`src/design/byterun_rle_encoder_core_macros.svh`:
```
// Assertion macros for the ByteRun1 encoder core.
// Used by byterun_rle_encoder_core.sv; expects clk_i and rst_ni in scope.
`ifndef BYTERUN_RLE_ENCODER_CORE_MACROS_SVH
`define BYTERUN_RLE_ENCODER_CORE_MACROS_SVH

// Checks a property on every rising clock edge while out of reset.
`define BRLE_ASSERT(lbl, prop, msg) \
  lbl: assert property (@(posedge clk_i) disable iff (!rst_ni) (prop)) else $error(msg);

// Checks a property on every rising clock edge, reset included.
`define BRLE_ASSERT_ALWAYS(lbl, prop, msg) \
  lbl: assert property (@(posedge clk_i) (prop)) else $error(msg);

`endif

```
`src/design/brle_pkg.sv`:
```
// Shared types and constants of the ByteRun1 encoder core.
// No dependencies; imported by every module of the block.
`default_nettype none

package brle_pkg;

  // Literal byte store geometry.
  localparam int unsigned LitDepth = 64;
  localparam int unsigned LitAddrW = $clog2(LitDepth);

  // Kind of packet that the back end writes out.
  typedef enum logic {
    CmdRun,
    CmdLit
  } brle_kind_e;

  // One packet command: a run of len copies of data, or len stored literals.
  typedef struct packed {
    brle_kind_e  kind;
    logic [7:0]  len;
    logic [7:0]  data;
  } brle_cmd_t;

  // Write port into the literal store.
  typedef struct packed {
    logic                we;
    logic [LitAddrW-1:0] addr;
    logic [7:0]          data;
  } brle_wr_t;

  // Status of the back end toward the front end and the checks.
  typedef struct packed {
    logic lit_active;
    logic lit_done;
  } brle_bk_stat_t;

endpackage

`default_nettype wire

```
`src/design/brle_front.sv`:
```
// Front end of the ByteRun1 encoder: classifies each input byte, updates the
// packing state, writes literals to the store and queues packet commands.
// Depends on brle_pkg.
`default_nettype none

module brle_front #(
  parameter int unsigned MAX_LITERAL = 60,
  parameter int unsigned MAX_RUN     = 128
) (
  input  wire logic                clk_i,
  input  wire logic                rst_ni,
  input  wire logic                in_valid_i,
  output logic                     in_ready_o,
  input  wire logic [7:0]          in_byte_i,
  input  wire logic                in_row_end_i,
  output brle_pkg::brle_wr_t       wr_o,
  output logic                     cmd_push_o,
  output brle_pkg::brle_cmd_t      cmd_o,
  input  wire logic                cmd_full_i,
  input  wire logic                lit_done_i,
  output logic                     lit_busy_o
);
  import brle_pkg::*;

  typedef enum logic [1:0] {
    ModeUnknown = 2'd0,
    ModeRun     = 2'd1,
    ModeLit     = 2'd2,
    ModeMaybe   = 2'd3
  } mode_e;

  localparam logic [7:0] MaxLit = 8'(MAX_LITERAL);
  localparam logic [7:0] MaxRun = 8'(MAX_RUN);

  mode_e       mode_q, mode_d;
  logic [7:0]  cnt_q, cnt_d;
  logic [7:0]  prior_q;
  logic        started_q, started_d;
  logic        lit_busy_q;
  logic        pend0_q, pend1_q;
  brle_cmd_t   cmd0_q, cmd1_q;

  logic        accept;
  logic        we_c;
  logic [LitAddrW-1:0] waddr_c;
  logic        ca_v, cb_v;
  brle_cmd_t   ca, cb;
  logic        has_lit;

  function automatic brle_cmd_t run_cmd(logic [7:0] len, logic [7:0] b);
    brle_cmd_t c;
    c.kind = CmdRun;
    c.len  = len;
    c.data = b;
    return c;
  endfunction

  function automatic brle_cmd_t lit_cmd(logic [7:0] len);
    brle_cmd_t c;
    c.kind = CmdLit;
    c.len  = len;
    c.data = 8'd0;
    return c;
  endfunction

  // A new byte is taken once earlier commands are queued and no literal drains.
  assign in_ready_o = !pend0_q && !lit_busy_q;
  assign accept     = in_valid_i && in_ready_o;

  // Classification of the offered byte against the packing state.
  always_comb begin
    logic eq;
    eq        = (in_byte_i == prior_q);
    mode_d    = mode_q;
    cnt_d     = cnt_q;
    started_d = started_q;
    we_c      = 1'b0;
    waddr_c   = '0;
    ca_v      = 1'b0;
    ca        = run_cmd(8'd0, 8'd0);
    cb_v      = 1'b0;
    cb        = run_cmd(8'd0, 8'd0);

    if (!started_q) begin
      we_c      = 1'b1;
      waddr_c   = '0;
      mode_d    = ModeUnknown;
      cnt_d     = 8'd1;
      started_d = 1'b1;
    end else begin
      unique case (mode_q)
        ModeUnknown: begin
          if (eq) begin
            mode_d = ModeRun;
          end else begin
            we_c    = 1'b1;
            waddr_c = LitAddrW'(1);
            mode_d  = ModeLit;
          end
          cnt_d = 8'd2;
        end
        ModeRun: begin
          if (eq) begin
            cnt_d = cnt_q + 8'd1;
          end else begin
            ca_v    = 1'b1;
            ca      = run_cmd(cnt_q, prior_q);
            we_c    = 1'b1;
            waddr_c = '0;
            mode_d  = ModeUnknown;
            cnt_d   = 8'd1;
          end
        end
        ModeLit: begin
          if (eq) begin
            if ((cnt_q + 8'd1) >= MaxLit) begin
              // The pair would fill the literal: close it and start a run.
              ca_v   = 1'b1;
              ca     = lit_cmd(cnt_q - 8'd1);
              mode_d = ModeRun;
              cnt_d  = 8'd2;
            end else begin
              we_c    = 1'b1;
              waddr_c = LitAddrW'(cnt_q);
              mode_d  = ModeMaybe;
            end
          end else begin
            we_c    = 1'b1;
            waddr_c = LitAddrW'(cnt_q);
            cnt_d   = cnt_q + 8'd1;
          end
        end
        ModeMaybe: begin
          if (eq) begin
            // Third equal byte: the literal ends before the pair.
            ca_v   = 1'b1;
            ca     = lit_cmd(cnt_q - 8'd1);
            mode_d = ModeRun;
            cnt_d  = 8'd3;
          end else begin
            we_c    = 1'b1;
            waddr_c = LitAddrW'(cnt_q + 8'd1);
            cnt_d   = cnt_q + 8'd2;
            mode_d  = ModeLit;
          end
        end
        default: begin
          mode_d = ModeUnknown;
        end
      endcase
    end

    // A packet that reaches its limit goes out at once.
    if (mode_d == ModeRun && cnt_d >= MaxRun) begin
      cb_v      = 1'b1;
      cb        = run_cmd(cnt_d, in_byte_i);
      started_d = 1'b0;
      mode_d    = ModeUnknown;
      cnt_d     = 8'd1;
    end else if (mode_d == ModeLit && cnt_d >= MaxLit) begin
      cb_v      = 1'b1;
      cb        = lit_cmd(cnt_d);
      started_d = 1'b0;
      mode_d    = ModeUnknown;
      cnt_d     = 8'd1;
    end

    // End of row flushes whatever is pending.
    if (in_row_end_i) begin
      if (started_d) begin
        cb_v = 1'b1;
        unique case (mode_d)
          ModeRun:     cb = run_cmd(cnt_d, in_byte_i);
          ModeLit:     cb = lit_cmd(cnt_d);
          ModeMaybe:   cb = lit_cmd(cnt_d + 8'd1);
          ModeUnknown: cb = lit_cmd(8'd1);
          default:     cb = lit_cmd(8'd1);
        endcase
      end
      started_d = 1'b0;
      mode_d    = ModeUnknown;
      cnt_d     = 8'd1;
    end
  end

  assign has_lit = (ca_v && ca.kind == CmdLit) || (cb_v && cb.kind == CmdLit);

  assign wr_o.we   = accept && we_c;
  assign wr_o.addr = waddr_c;
  assign wr_o.data = in_byte_i;

  assign cmd_push_o = pend0_q && !cmd_full_i;
  assign cmd_o      = cmd0_q;
  assign lit_busy_o = lit_busy_q;

  // Packing state, pending command slots and the literal interlock.
  always_ff @(posedge clk_i or negedge rst_ni) begin
    if (!rst_ni) begin
      mode_q     <= ModeUnknown;
      cnt_q      <= 8'd1;
      prior_q    <= 8'd0;
      started_q  <= 1'b0;
      lit_busy_q <= 1'b0;
      pend0_q    <= 1'b0;
      pend1_q    <= 1'b0;
      cmd0_q     <= '0;
      cmd1_q     <= '0;
    end else begin
      if (accept) begin
        mode_q    <= mode_d;
        cnt_q     <= cnt_d;
        prior_q   <= in_byte_i;
        started_q <= started_d;
        if (ca_v) begin
          cmd0_q  <= ca;
          pend0_q <= 1'b1;
          cmd1_q  <= cb;
          pend1_q <= cb_v;
        end else begin
          cmd0_q  <= cb;
          pend0_q <= cb_v;
          pend1_q <= 1'b0;
        end
        lit_busy_q <= has_lit;
      end else begin
        if (cmd_push_o) begin
          cmd0_q  <= cmd1_q;
          pend0_q <= pend1_q;
          pend1_q <= 1'b0;
        end
        if (lit_done_i) begin
          lit_busy_q <= 1'b0;
        end
      end
    end
  end

endmodule

`default_nettype wire

```
`src/design/brle_cmd_fifo.sv`:
```
// Command queue between the front and back ends of the ByteRun1 encoder.
// Depends on brle_pkg for the command type.
`default_nettype none

module brle_cmd_fifo #(
  parameter int unsigned DEPTH = 4
) (
  input  wire logic                clk_i,
  input  wire logic                rst_ni,
  input  wire logic                push_i,
  input  wire brle_pkg::brle_cmd_t cmd_i,
  output logic                     full_o,
  input  wire logic                pop_i,
  output brle_pkg::brle_cmd_t      cmd_o,
  output logic                     empty_o
);
  import brle_pkg::*;

  localparam int unsigned AddrW = $clog2(DEPTH);
  localparam int unsigned CntW  = $clog2(DEPTH + 1);

  brle_cmd_t          slot_q [DEPTH];
  logic [AddrW-1:0]   wr_ptr_q, rd_ptr_q;
  logic [CntW-1:0]    count_q;
  logic               do_push, do_pop;

  assign full_o  = (count_q == CntW'(DEPTH));
  assign empty_o = (count_q == '0);
  assign do_push = push_i && !full_o;
  assign do_pop  = pop_i && !empty_o;
  assign cmd_o   = slot_q[rd_ptr_q];

  // Pointers and fill level.
  always_ff @(posedge clk_i or negedge rst_ni) begin
    if (!rst_ni) begin
      wr_ptr_q <= '0;
      rd_ptr_q <= '0;
      count_q  <= '0;
    end else begin
      if (do_push) begin
        wr_ptr_q <= (wr_ptr_q == AddrW'(DEPTH - 1)) ? '0 : wr_ptr_q + AddrW'(1);
      end
      if (do_pop) begin
        rd_ptr_q <= (rd_ptr_q == AddrW'(DEPTH - 1)) ? '0 : rd_ptr_q + AddrW'(1);
      end
      if (do_push && !do_pop) begin
        count_q <= count_q + CntW'(1);
      end else if (do_pop && !do_push) begin
        count_q <= count_q - CntW'(1);
      end
    end
  end

  // Queue slots.
  always_ff @(posedge clk_i) begin
    if (do_push) begin
      slot_q[wr_ptr_q] <= cmd_i;
    end
  end

endmodule

`default_nettype wire

```
`src/design/brle_back.sv`:
```
// Back end of the ByteRun1 encoder: holds the literal store, takes packet
// commands from the queue and writes header and data words to the output.
// Depends on brle_pkg.
`default_nettype none

module brle_back (
  input  wire logic                clk_i,
  input  wire logic                rst_ni,
  input  wire brle_pkg::brle_wr_t  wr_i,
  input  wire logic                cmd_valid_i,
  input  wire brle_pkg::brle_cmd_t cmd_i,
  output logic                     cmd_pop_o,
  output logic                     out_valid_o,
  input  wire logic                out_ready_i,
  output logic [7:0]               out_byte_o,
  output logic                     out_last_o,
  output brle_pkg::brle_bk_stat_t  stat_o
);
  import brle_pkg::*;

  typedef enum logic [1:0] {
    StIdle    = 2'd0,
    StHdr     = 2'd1,
    StRunData = 2'd2,
    StLitData = 2'd3
  } state_e;

  state_e              state_q;
  brle_cmd_t           cur_q;
  logic [LitAddrW-1:0] idx_q;
  logic                out_valid_q;
  logic [7:0]          out_byte_q;
  logic                out_last_q;

  logic [7:0]          store_q [LitDepth];
  logic [7:0]          rdata_q;
  logic                rd_en;
  logic [LitAddrW-1:0] rd_addr;

  logic                out_free;
  logic                lit_last;

  assign out_free  = !out_valid_q || out_ready_i;
  assign lit_last  = ({{(8 - LitAddrW){1'b0}}, idx_q} == (cur_q.len - 8'd1));
  assign cmd_pop_o = (state_q == StIdle) && cmd_valid_i;

  // Store read: the header prefetches entry zero, each data word the next one.
  always_comb begin
    rd_en   = 1'b0;
    rd_addr = '0;
    if (state_q == StHdr && cur_q.kind == CmdLit && out_free) begin
      rd_en = 1'b1;
    end else if (state_q == StLitData && out_free && !lit_last) begin
      rd_en   = 1'b1;
      rd_addr = idx_q + LitAddrW'(1);
    end
  end

  assign stat_o.lit_active = (state_q == StLitData) ||
                             (state_q == StHdr && cur_q.kind == CmdLit);
  assign stat_o.lit_done   = (state_q == StLitData) && out_free && lit_last;

  // Literal store, written by the front end.
  always_ff @(posedge clk_i) begin
    if (wr_i.we) begin
      store_q[wr_i.addr] <= wr_i.data;
    end
    if (rd_en) begin
      rdata_q <= store_q[rd_addr];
    end
  end

  // Packet sequencer and output register.
  always_ff @(posedge clk_i or negedge rst_ni) begin
    if (!rst_ni) begin
      state_q     <= StIdle;
      cur_q       <= '0;
      idx_q       <= '0;
      out_valid_q <= 1'b0;
      out_byte_q  <= 8'd0;
      out_last_q  <= 1'b0;
    end else begin
      if (out_ready_i) begin
        out_valid_q <= 1'b0;
      end
      unique case (state_q)
        StIdle: begin
          if (cmd_valid_i) begin
            cur_q   <= cmd_i;
            state_q <= StHdr;
          end
        end
        StHdr: begin
          if (out_free) begin
            out_valid_q <= 1'b1;
            out_last_q  <= 1'b0;
            if (cur_q.kind == CmdRun) begin
              out_byte_q <= 8'(9'd257 - {1'b0, cur_q.len});
              state_q    <= StRunData;
            end else begin
              out_byte_q <= cur_q.len - 8'd1;
              idx_q      <= '0;
              state_q    <= StLitData;
            end
          end
        end
        StRunData: begin
          if (out_free) begin
            out_valid_q <= 1'b1;
            out_byte_q  <= cur_q.data;
            out_last_q  <= 1'b1;
            state_q     <= StIdle;
          end
        end
        StLitData: begin
          if (out_free) begin
            out_valid_q <= 1'b1;
            out_byte_q  <= rdata_q;
            out_last_q  <= lit_last;
            idx_q       <= idx_q + LitAddrW'(1);
            if (lit_last) begin
              state_q <= StIdle;
            end
          end
        end
        default: begin
          state_q <= StIdle;
        end
      endcase
    end
  end

  assign out_valid_o = out_valid_q;
  assign out_byte_o  = out_byte_q;
  assign out_last_o  = out_last_q;

endmodule

`default_nettype wire

```
`src/design/byterun_rle_encoder_core.sv`:
```
// Top level of the ByteRun1 (PackBits) row encoder core.
// Depends on brle_pkg, brle_front, brle_cmd_fifo, brle_back and the macros header.
//
// Usage: uncompressed bytes enter on the slave stream (tdata = the byte, tlast
// marks the last byte of a row); the compressed stream leaves on the master
// stream (tdata = header or data byte, tlast marks the last word of a packet).
// A byte that produces no packet does not hold off the next byte. A byte that
// closes packets places one or two commands in the queue, one per cycle while
// the queue has room, before the next byte is taken. The back end fetches a
// command and then sends its output words in order: a run is 2 words, a
// literal of L bytes is L+1 words read from the literal store, one per cycle
// while the receiver takes them. While a literal packet is still being read
// out of the store, the input is held off; runs overlap with input. After
// reset the encoder is idle with no row started; the literal store is not
// cleared and needs no clearing pass. When the receiver stalls, the output
// word holds, the queue fills and the input is then held off.
`default_nettype none

module byterun_rle_encoder_core #(
  parameter int unsigned MAX_LITERAL = 60,
  parameter int unsigned MAX_RUN     = 128,
  parameter int unsigned CMD_DEPTH   = 4
) (
  input  wire logic       clk_i,
  input  wire logic       rst_ni,
  input  wire logic       s_axis_tvalid_i,
  output logic            s_axis_tready_o,
  input  wire logic [7:0] s_axis_tdata_i,   // [7:0] data_byte
  input  wire logic       s_axis_tlast_i,   // row_end
  output logic            m_axis_tvalid_o,
  input  wire logic       m_axis_tready_i,
  output logic [7:0]      m_axis_tdata_o,   // [7:0] out_byte
  output logic            m_axis_tlast_o    // packet_last
);
  import brle_pkg::*;

  `include "byterun_rle_encoder_core_macros.svh"

  brle_wr_t      store_wr;
  brle_cmd_t     fe_cmd, q_cmd;
  logic          fe_push, q_full, q_empty, bk_pop;
  logic          fe_lit_busy;
  brle_bk_stat_t bk_stat;

  // Front end: classification and packing state.
  brle_front #(
    .MAX_LITERAL (MAX_LITERAL),
    .MAX_RUN     (MAX_RUN)
  ) u_front (
    .clk_i        (clk_i),
    .rst_ni       (rst_ni),
    .in_valid_i   (s_axis_tvalid_i),
    .in_ready_o   (s_axis_tready_o),
    .in_byte_i    (s_axis_tdata_i),
    .in_row_end_i (s_axis_tlast_i),
    .wr_o         (store_wr),
    .cmd_push_o   (fe_push),
    .cmd_o        (fe_cmd),
    .cmd_full_i   (q_full),
    .lit_done_i   (bk_stat.lit_done),
    .lit_busy_o   (fe_lit_busy)
  );

  // Command queue.
  brle_cmd_fifo #(
    .DEPTH (CMD_DEPTH)
  ) u_cmd_fifo (
    .clk_i   (clk_i),
    .rst_ni  (rst_ni),
    .push_i  (fe_push),
    .cmd_i   (fe_cmd),
    .full_o  (q_full),
    .pop_i   (bk_pop),
    .cmd_o   (q_cmd),
    .empty_o (q_empty)
  );

  // Back end: packet output and literal store.
  brle_back u_back (
    .clk_i       (clk_i),
    .rst_ni      (rst_ni),
    .wr_i        (store_wr),
    .cmd_valid_i (!q_empty),
    .cmd_i       (q_cmd),
    .cmd_pop_o   (bk_pop),
    .out_valid_o (m_axis_tvalid_o),
    .out_ready_i (m_axis_tready_i),
    .out_byte_o  (m_axis_tdata_o),
    .out_last_o  (m_axis_tlast_o),
    .stat_o      (bk_stat)
  );

  // The store is never written while a literal packet is read from it.
  `BRLE_ASSERT(a_no_store_clobber, !(store_wr.we && bk_stat.lit_active), "store written during literal readout")
  // A literal readout is always covered by the front end's interlock.
  `BRLE_ASSERT(a_lit_interlock, bk_stat.lit_active |-> fe_lit_busy, "literal readout without interlock")
  // After the last literal word the back end leaves the literal readout.
  `BRLE_ASSERT(a_lit_done_ends, bk_stat.lit_done |=> !bk_stat.lit_active, "literal readout did not end")

endmodule

`default_nettype wire

```
`config.mk`:
```
export PLATFORM = sky130hd
export DESIGN_NAME = byterun_rle_encoder_core
export DESIGN_NICKNAME = d
export VERILOG_FILES = /design/src/design/brle_pkg.sv /design/src/design/brle_front.sv /design/src/design/brle_cmd_fifo.sv /design/src/design/brle_back.sv /design/src/design/byterun_rle_encoder_core.sv
export VERILOG_INCLUDE_DIRS = /design/src /design/src/design
export SDC_FILE = /design/constraint.sdc
export NUM_CORES = 1
export LEC_CHECK = 0
export ABC_AREA = 1
export BUFFER_PORTS_ARGS = -buffer_cell sky130_fd_sc_hd__buf_2
export CORE_UTILIZATION = 40
export DETAILED_ROUTE_END_ITERATION = 7
export PLACE_DENSITY = 0.57
export SETUP_SLACK_MARGIN = 0.02
export SLEW_MARGIN = 20
export SYNTH_ARGS = -nofsm -noshare
export SYNTH_HDL_FRONTEND = slang
export SYNTH_SLANG_ARGS = --single-unit
```
`constraint.sdc`:
```
create_clock -name clk_i -period 3.3 [get_ports clk_i]
set_clock_uncertainty 0.05 [all_clocks]
set_input_delay 0.495 -clock clk_i [delete_from_list [all_inputs] [get_ports clk_i]]
set_output_delay 0.495 -clock clk_i [all_outputs]
set_load 0.05 [all_outputs]
```
# ---- Yosys cells after proc, flatten, opt, wreduce, memory -nomap -nowiden
# Memories as Yosys holds them, arrays and structs flattened. A register that Yosys moved wholly into a read port is not among the register bits.
# Index checks and enable logic that the tools add are counted.
dict set report word_totals {
  inputBits 13
  ramBits 580
  word_cells 204
  reg_bits 81
  n_memories 2
}
dict set report classes {
  n_eq_ne 22
  n_lt_le_gt_ge 3
  bitwise 1
  addsub 11
  mux 98
  n_reduce_logical 46
}
# memory words word_bits rd rd_clocked_by_memory_dff wr line_no
set memory_table {}
lappend memory_table {u_back.store_q 64 8 1 1 1 brle_back.sv:35} ;# logic [7:0] store_q [LitDepth];
lappend memory_table {u_cmd_fifo.slot_q 4 17 1 1 1 brle_cmd_fifo.sv:22} ;# brle_cmd_t slot_q [DEPTH];
# op n
set ops {}
lappend ops {{$mux 17} 11}
lappend ops {{$mux 8} 12}
lappend ops {{$pmux 17 s4} 1}
lappend ops {{$mux 6} 9}
lappend ops {{$pmux 17 s3} 1}
lappend ops {{$mux 1} 37}
lappend ops {{$pmux 8 s4} 1}
lappend ops {{$mux 2} 15}
lappend ops {{$pmux 6 s4} 1}
lappend ops {{$pmux 8 s3} 1}
lappend ops {{$eq 2x2->1 const B} 9}
lappend ops {{$logic_and 1x1->1} 18}
lappend ops {{$add 8x1->8 const B} 2}
lappend ops {{$ge 8x6->1 const B} 2}
lappend ops {{$mux 16} 1}
lappend ops {{$sub 8x1->8 const B} 2}
lappend ops {{$pmux 6 s2} 1}
lappend ops {{$ne 2x1->1 const B} 5}
lappend ops {{$logic_not 1->1} 9}
lappend ops {{$add 8x2->8 const B} 1}
lappend ops {{$eq 2x1->1 const B} 4}
lappend ops {{$eq 6x8->1} 1}
lappend ops {{$eq 8x8->1} 1}
lappend ops {{$ge 8x8->1 const B} 1}
lappend ops {{23 further kinds} 35}

# ---- Longest topological paths before layout
dict set report depth {
  word_depth 17
  depth_mapped 30
  ltp_nobuf 30
}

# ---- Modules after synthesis
# A second synthesis with hierarchy kept.
dict set report hier_totals {
  hier_cells 3421
  area_unflattened_um2 33139.3
}
# module area_per_inst_um2 instances cells_each
set modules_own_cells {}
lappend modules_own_cells {brle_back 25627.1 1 2543}
lappend modules_own_cells {brle_front 4295.4 1 618}
lappend modules_own_cells {brle_cmd_fifo 3213.1 1 259}
lappend modules_own_cells {byterun_rle_encoder_core 3.8 1 1}

# ---- Worst setup path before layout
# Ideal clock, no wire load.
dict set report synth_timing {
  path_type {reg-to-reg}
  from {register u_front.cnt_q[0]}
  to {memory u_back.store_q[1][0], enable pin}
  t_required_ns 2.880
  arrival_time_ns 2.897
  path_buffers 0
  setup_ns 0.370
  path_stages_with_launch 16
  path_slack_ns -0.017
  period_less_slack_ns 3.317
  cell_sequence {dfstp_2 > ha_1 > nand3_2 > nor2_1 > nor2_1 > nor2_2 > nand2_2 > nor2_4 > nor2_4 > nor2_4 > a221oi_1 > nor3_1 > inv_1 > nor2_1 > nand2_1 > nor2_1}
}
dict set report synth_between {
  elab_chain_cells 9
  elab_cells_between_ends 14
  classes_between {1 x add/sub; 1 x order compare; 11 x mux; 1 x reduce/logical}
}
# element line_no
set synth_rtl {}
lappend synth_rtl {{start: declaration} brle_front.sv:36} ;# logic [7:0] cnt_q, cnt_d;
lappend synth_rtl {{start signal: assignment} brle_front.sv:211} ;# cnt_q <= cnt_d;
lappend synth_rtl {{$add 8x1->8} brle_front.sv:116} ;# if ((cnt_q + 8'd1) >= MaxLit) begin
lappend synth_rtl {{$ge 8x6->1} brle_front.sv:116}
lappend synth_rtl {{$mux 1} brle_front.sv:116}
lappend synth_rtl {{$mux 1} brle_front.sv:115} ;# if (eq) begin
lappend synth_rtl {{$pmux 1 s2} brle_front.sv:91} ;# unique case (mode_q)
lappend synth_rtl {{$mux 1} brle_front.sv:84} ;# if (!started_q) begin
lappend synth_rtl {{$logic_and 1x1->1} brle_front.sv:188} ;# assign wr_o.we = accept && we_c;
lappend synth_rtl {{$mux 1} brle_back.sv:65} ;# if (wr_i.we) begin
lappend synth_rtl {{$mux 1 (implied by the code)} brle_back.sv:66} ;# store_q[wr_i.addr] <= wr_i.data;
lappend synth_rtl {{end: declaration} brle_back.sv:35}
# Parallel ways exist; a longest one is shown, timed or not.

# ---- Worst setup path in the final report
dict set report layout_timing {
  from {register u_back.cur_q[9] (netlist name)}
  to {register u_back.rdata_q[5] (read register of u_back.store_q), data pin}
}
dict set report layout_between {
  elab_chain_cells 6
  elab_cells_between_ends 8
  classes_between {1 x add/sub; 1 x eq/ne; 4 x mux; 2 x reduce/logical}
}
# element line_no
set layout_rtl {}
lappend layout_rtl {{start: declaration} brle_back.sv:29} ;# brle_cmd_t cur_q;
lappend layout_rtl {{start signal: assignment} brle_back.sv:89} ;# cur_q <= cmd_i;
lappend layout_rtl {{$sub 8x1->8 (*)} brle_back.sv:44} ;# assign lit_last = ({{(8 - LitAddrW){1'b0}}, idx_q} == (cur_q.len - 8'd1));
lappend layout_rtl {{$eq 6x8->1 (*)} brle_back.sv:44}
lappend layout_rtl {{$logic_not 1->1 (*)} brle_back.sv:53} ;# end else if (state_q == StLitData && out_free && !lit_last) begin
lappend layout_rtl {{$logic_and 1x1->1 (*)} brle_back.sv:53}
lappend layout_rtl {{$mux 6 / $mux 1 (equally long branches)} brle_back.sv:53}
lappend layout_rtl {{$mux 6 / $mux 1 (equally long branches)} brle_back.sv:51} ;# if (state_q == StHdr && cur_q.kind == CmdLit && out_free) begin
lappend layout_rtl {{end: declaration} brle_back.sv:36} ;# logic [7:0] rdata_q;
# Mark *: on every way between the ends. The rest lies on a longest branch, timed or not.
# A chain may end at the register's enable or synchronous reset.

==> impl_metrics.env <==
export IMPL_status="finished, violations left"
export IMPL_violations="negative setup slack"
export IMPL_finalCritPeriodShare=1.09
export IMPL_final_cells=3957
export IMPL_die_h_um=276
export IMPL_clock_sinks=686
export IMPL_place_congestion=0.892
export IMPL_cp_required_ns=3.62
export IMPL_final_nets=2962
export IMPL_wl_um=91400
export IMPL_power_density_nw_per_um2=671
export IMPL_place_port_buffers=23
export IMPL_placed_cells=3754
export IMPL_cp_max_fo=17
export IMPL_layout_common_cells="588 x edfxtp_1, 291 x buf_4, 267 x nand2_1, 248 x nand3_1, 202 x o21ai_0"
export IMPL_seq_area_frac_synth=0.671
export IMPL_synth_edf_count=588
export IMPL_die_area_um2=76000
export IMPL_relSlewSlack=0.307
export IMPL_yosys_register_bits=686
export IMPL_antenna_found_initial=2
export IMPL_clock_latency_ns=0.62
export IMPL_fin_ws_ns=-0.289
export IMPL_fin_area_um2=37900
export IMPL_drtAntennaViolNets=0
export IMPL_fmax_ghz=0.279
export IMPL_grt_pass1_wl_um=135000
export IMPL_firstDrtPassIters=6
export IMPL_rsz0062_at_grt="yes"
export IMPL_viasPerCell=5.54
export IMPL_endpoint_kind="flip-flop"
export IMPL_cts_path_max_buffers=3
export IMPL_wl_per_cell_um=23.1
export IMPL_dpl_hpwl_um=57300
export IMPL_worst_ir_drop_vdd_mv=0.448
export IMPL_drcViolationCount=0
export IMPL_cts_buffers=76
export IMPL_synth_top_area_share=0.589
export IMPL_netlist_area_um2=30000
export IMPL_worstMarginPinSlew_ns=1.04
export IMPL_fp_dieW_um=276
export IMPL_p_leak_nw=14.0
export IMPL_grt_pass1_vias=21200
export IMPL_num_vias=21900
export IMPL_core_rowCount=100
export IMPL_ys_warn_count=0
export IMPL_layout_commonest_cell="edfxtp_1"
export IMPL_tritoncts="done"
export IMPL_htree_levels=3
export IMPL_yosysTopAreaCell="edfxtp_1"
export IMPL_hold_viol_final=0
export IMPL_grt_usage=0.238
export IMPL_syn_num_nets=2626
export IMPL_drv_cap=0
export IMPL_power_mw=25.4
export IMPL_drive_gt1_frac=0.290
export IMPL_whs_ns=0.149
export IMPL_fillers=6452
export IMPL_cts_root_buffer="clkbuf_16"
export IMPL_multiInputGateArea_um2=9760
export IMPL_grt_max_degree=68
export IMPL_overflow=0
export IMPL_avgSynthCellArea_um2=11.6
export IMPL_area_growth_pct=26.4
export IMPL_holdCritPathClass="input pin to flip-flop"
export IMPL_period_minus_slack_ns=3.59
export IMPL_slew_violations=0
export IMPL_path_clk_slew_ns=0.06
export IMPL_critPathArrivalTime_ns=3.91
export IMPL_post_dp_cell_area_um2=33400
export IMPL_setup_viol=10
export IMPL_syn_inst=2591
export IMPL_initial_utilization=0.403
export IMPL_fin_setup_tns_ns=-2.06
export IMPL_seq_area_um2=20100
export IMPL_dominantRegCellSynth="edfxtp_1"
export IMPL_setup_worst_path_class="flip-flop to flip-flop"
export IMPL_crit_path_start_kind="flip-flop"
export IMPL_dp_slack_ns=-0.422
export IMPL_ys_top_cells_by_area="edfxtp_1 59%, dfrtp_1 8.1%, nand3_1 5.1%, nand2_1 3.8%, o21ai_0 3.6%"
export IMPL_drtIter0Drc=2003
export IMPL_async_reset_ff_frac=0.143
export IMPL_synth_cell_types=52
export IMPL_ios=24
export IMPL_finish_utilization=0.510
export IMPL_core_um2=74300
-- Yosys cell counts (21+ instances only) --
| cell type | count |
|---|---|
| edfxtp_1 | 588 |
| nand3_1 | 306 |
| nand2_1 | 300 |
| o21ai_0 | 218 |
| nor2_1 | 212 |
| o211ai_1 | 116 |
| clkbuf_1 | 115 |
| inv_1 | 115 |
| o21bai_1 | 112 |
| or2_2 | 112 |
| dfrtp_1 | 97 |
| a21oi_1 | 59 |
| o22ai_1 | 52 |
| ha_1 | 21 |
-- per-layer routing --
layer  global-route usage  vias up  part of all wire
met5                    0        -           0.00037
met4               0.0630        2             0.020
met3               0.0310      125             0.068
met2                0.384      780              0.48
met1                0.339    10900              0.44
li1                     -    10100                 -
-- cells by family (layout without fill, tap and decap cells) --
| logic type | Yosys count | after routing | share of synthesized area |
|---|---|---|---|
| other | 0 | 1 | 0 |
| adder cells (fa/ha/maj) | 22 | 22 | 0.00943 |
| buffers and inverters | 274 | 670 | 0.0356 |
| XOR/XNOR | 24 | 24 | 0.00701 |
| AO/OA/AOI/OAI | 605 | 605 | 0.125 |
| AND/OR/NAND/NOR | 980 | 980 | 0.152 |
| flip-flops | 686 | 686 | 0.671 |
-- critical path: stages (launching register included) --
cell,delay (ns)
dfrtp_1,0.40
inv_2,0.15
ha_4,0.15
a21boi_4,0.20
buf_6,0.13
nand2_4,0.05
xor2_2,0.19
nor2_1,0.12
nand4_1,0.17
nand2_2,0.15
nor2_4,0.09
buf_6,0.16
buf_12,0.15
buf_4,0.15
buf_16,0.15
nand2_1,0.06
nand3_1,0.10
nand3_1,0.11
a21oi_2,0.07
nand3b_1,0.30
nand3_1,0.17
nand2_1,0.06
-- sequential cells by signal, summed over array words and instances (netlist names), 2 cells and up --
signal	flops
u_cmd_fifo.slot_q	68
u_back.cur_q	17
u_back.rdata_q	8
u_back.store_q	512
u_back.state_q	2
u_back.idx_q	6
u_front.cmd1_q	17
u_cmd_fifo.count_q	3
u_cmd_fifo.rd_ptr_q	2
u_front.cmd_o	17
u_front.mode_q	2
u_cmd_fifo.wr_ptr_q	2
u_front.prior_q	8
u_front.cnt_q	8
u_back.out_byte_o	8
-- worst paths after layout --
| kind | startpoint | end | slack (ns) | cells after the start |
|---|---|---|---|---|
| worst min register to register | u_front.cmd1_q[1]$_DFFE_PN0P_ | u_front.cmd1_q[1]$_DFFE_PN0P_ | 0.43 | 2 |
| min in group asynchronous | rst_ni | u_cmd_fifo.rd_ptr_q[1]$_DFFE_PN0P_ | 0.35 | 2 |
| worst max-delay path | u_back.cur_q[9]$_DFFE_PN0P_ | u_back.rdata_q[5]$_DFFE_PP_ | -0.29 | 21 |
| max in group asynchronous | rst_ni | u_front.cnt_q[0]$_DFFE_PN1P_ | 2.10 | 3 |
| worst min-delay path | s_axis_tdata_i[5] | u_front.prior_q[5]$_DFFE_PN0P_ | 0.15 | 3 |
| worst max register to register | u_back.cur_q[9]$_DFFE_PN0P_ | u_back.rdata_q[5]$_DFFE_PP_ | -0.29 | 21 |
-- where the power goes --
| group | internal, mW | total, mW | switching [mW] |
|---|---|---|---|
| Sequential | 9.95 | 10.4 | 0.472 |
| Clock | 5.01 | 8.50 | 3.49 |
| Combinational | 2.55 | 6.52 | 3.97 |
-- cell type report --
cell class | instances | share of cell area
antenna | 1 | 0.0000660
clock buffer | 97 | 0.0536
clock inverter | 41 | 0.0120
inverter | 131 | 0.0137
multi-input combinational | 1631 | 0.258
sequential | 686 | 0.531
tap | 969 | 0.0320
timing repair buffer | 401 | 0.100
-- what timing repair did --
item	4_1_cts	5_1_grt
setup endpoints to repair	173	544
endpoints found under the hold margin	35	0
setup buffers	41	14
cloned	8	3
pin swaps	50	104
hold buffers	1	0
resized for setup	109	209
(Power assumes the default switching activity.)
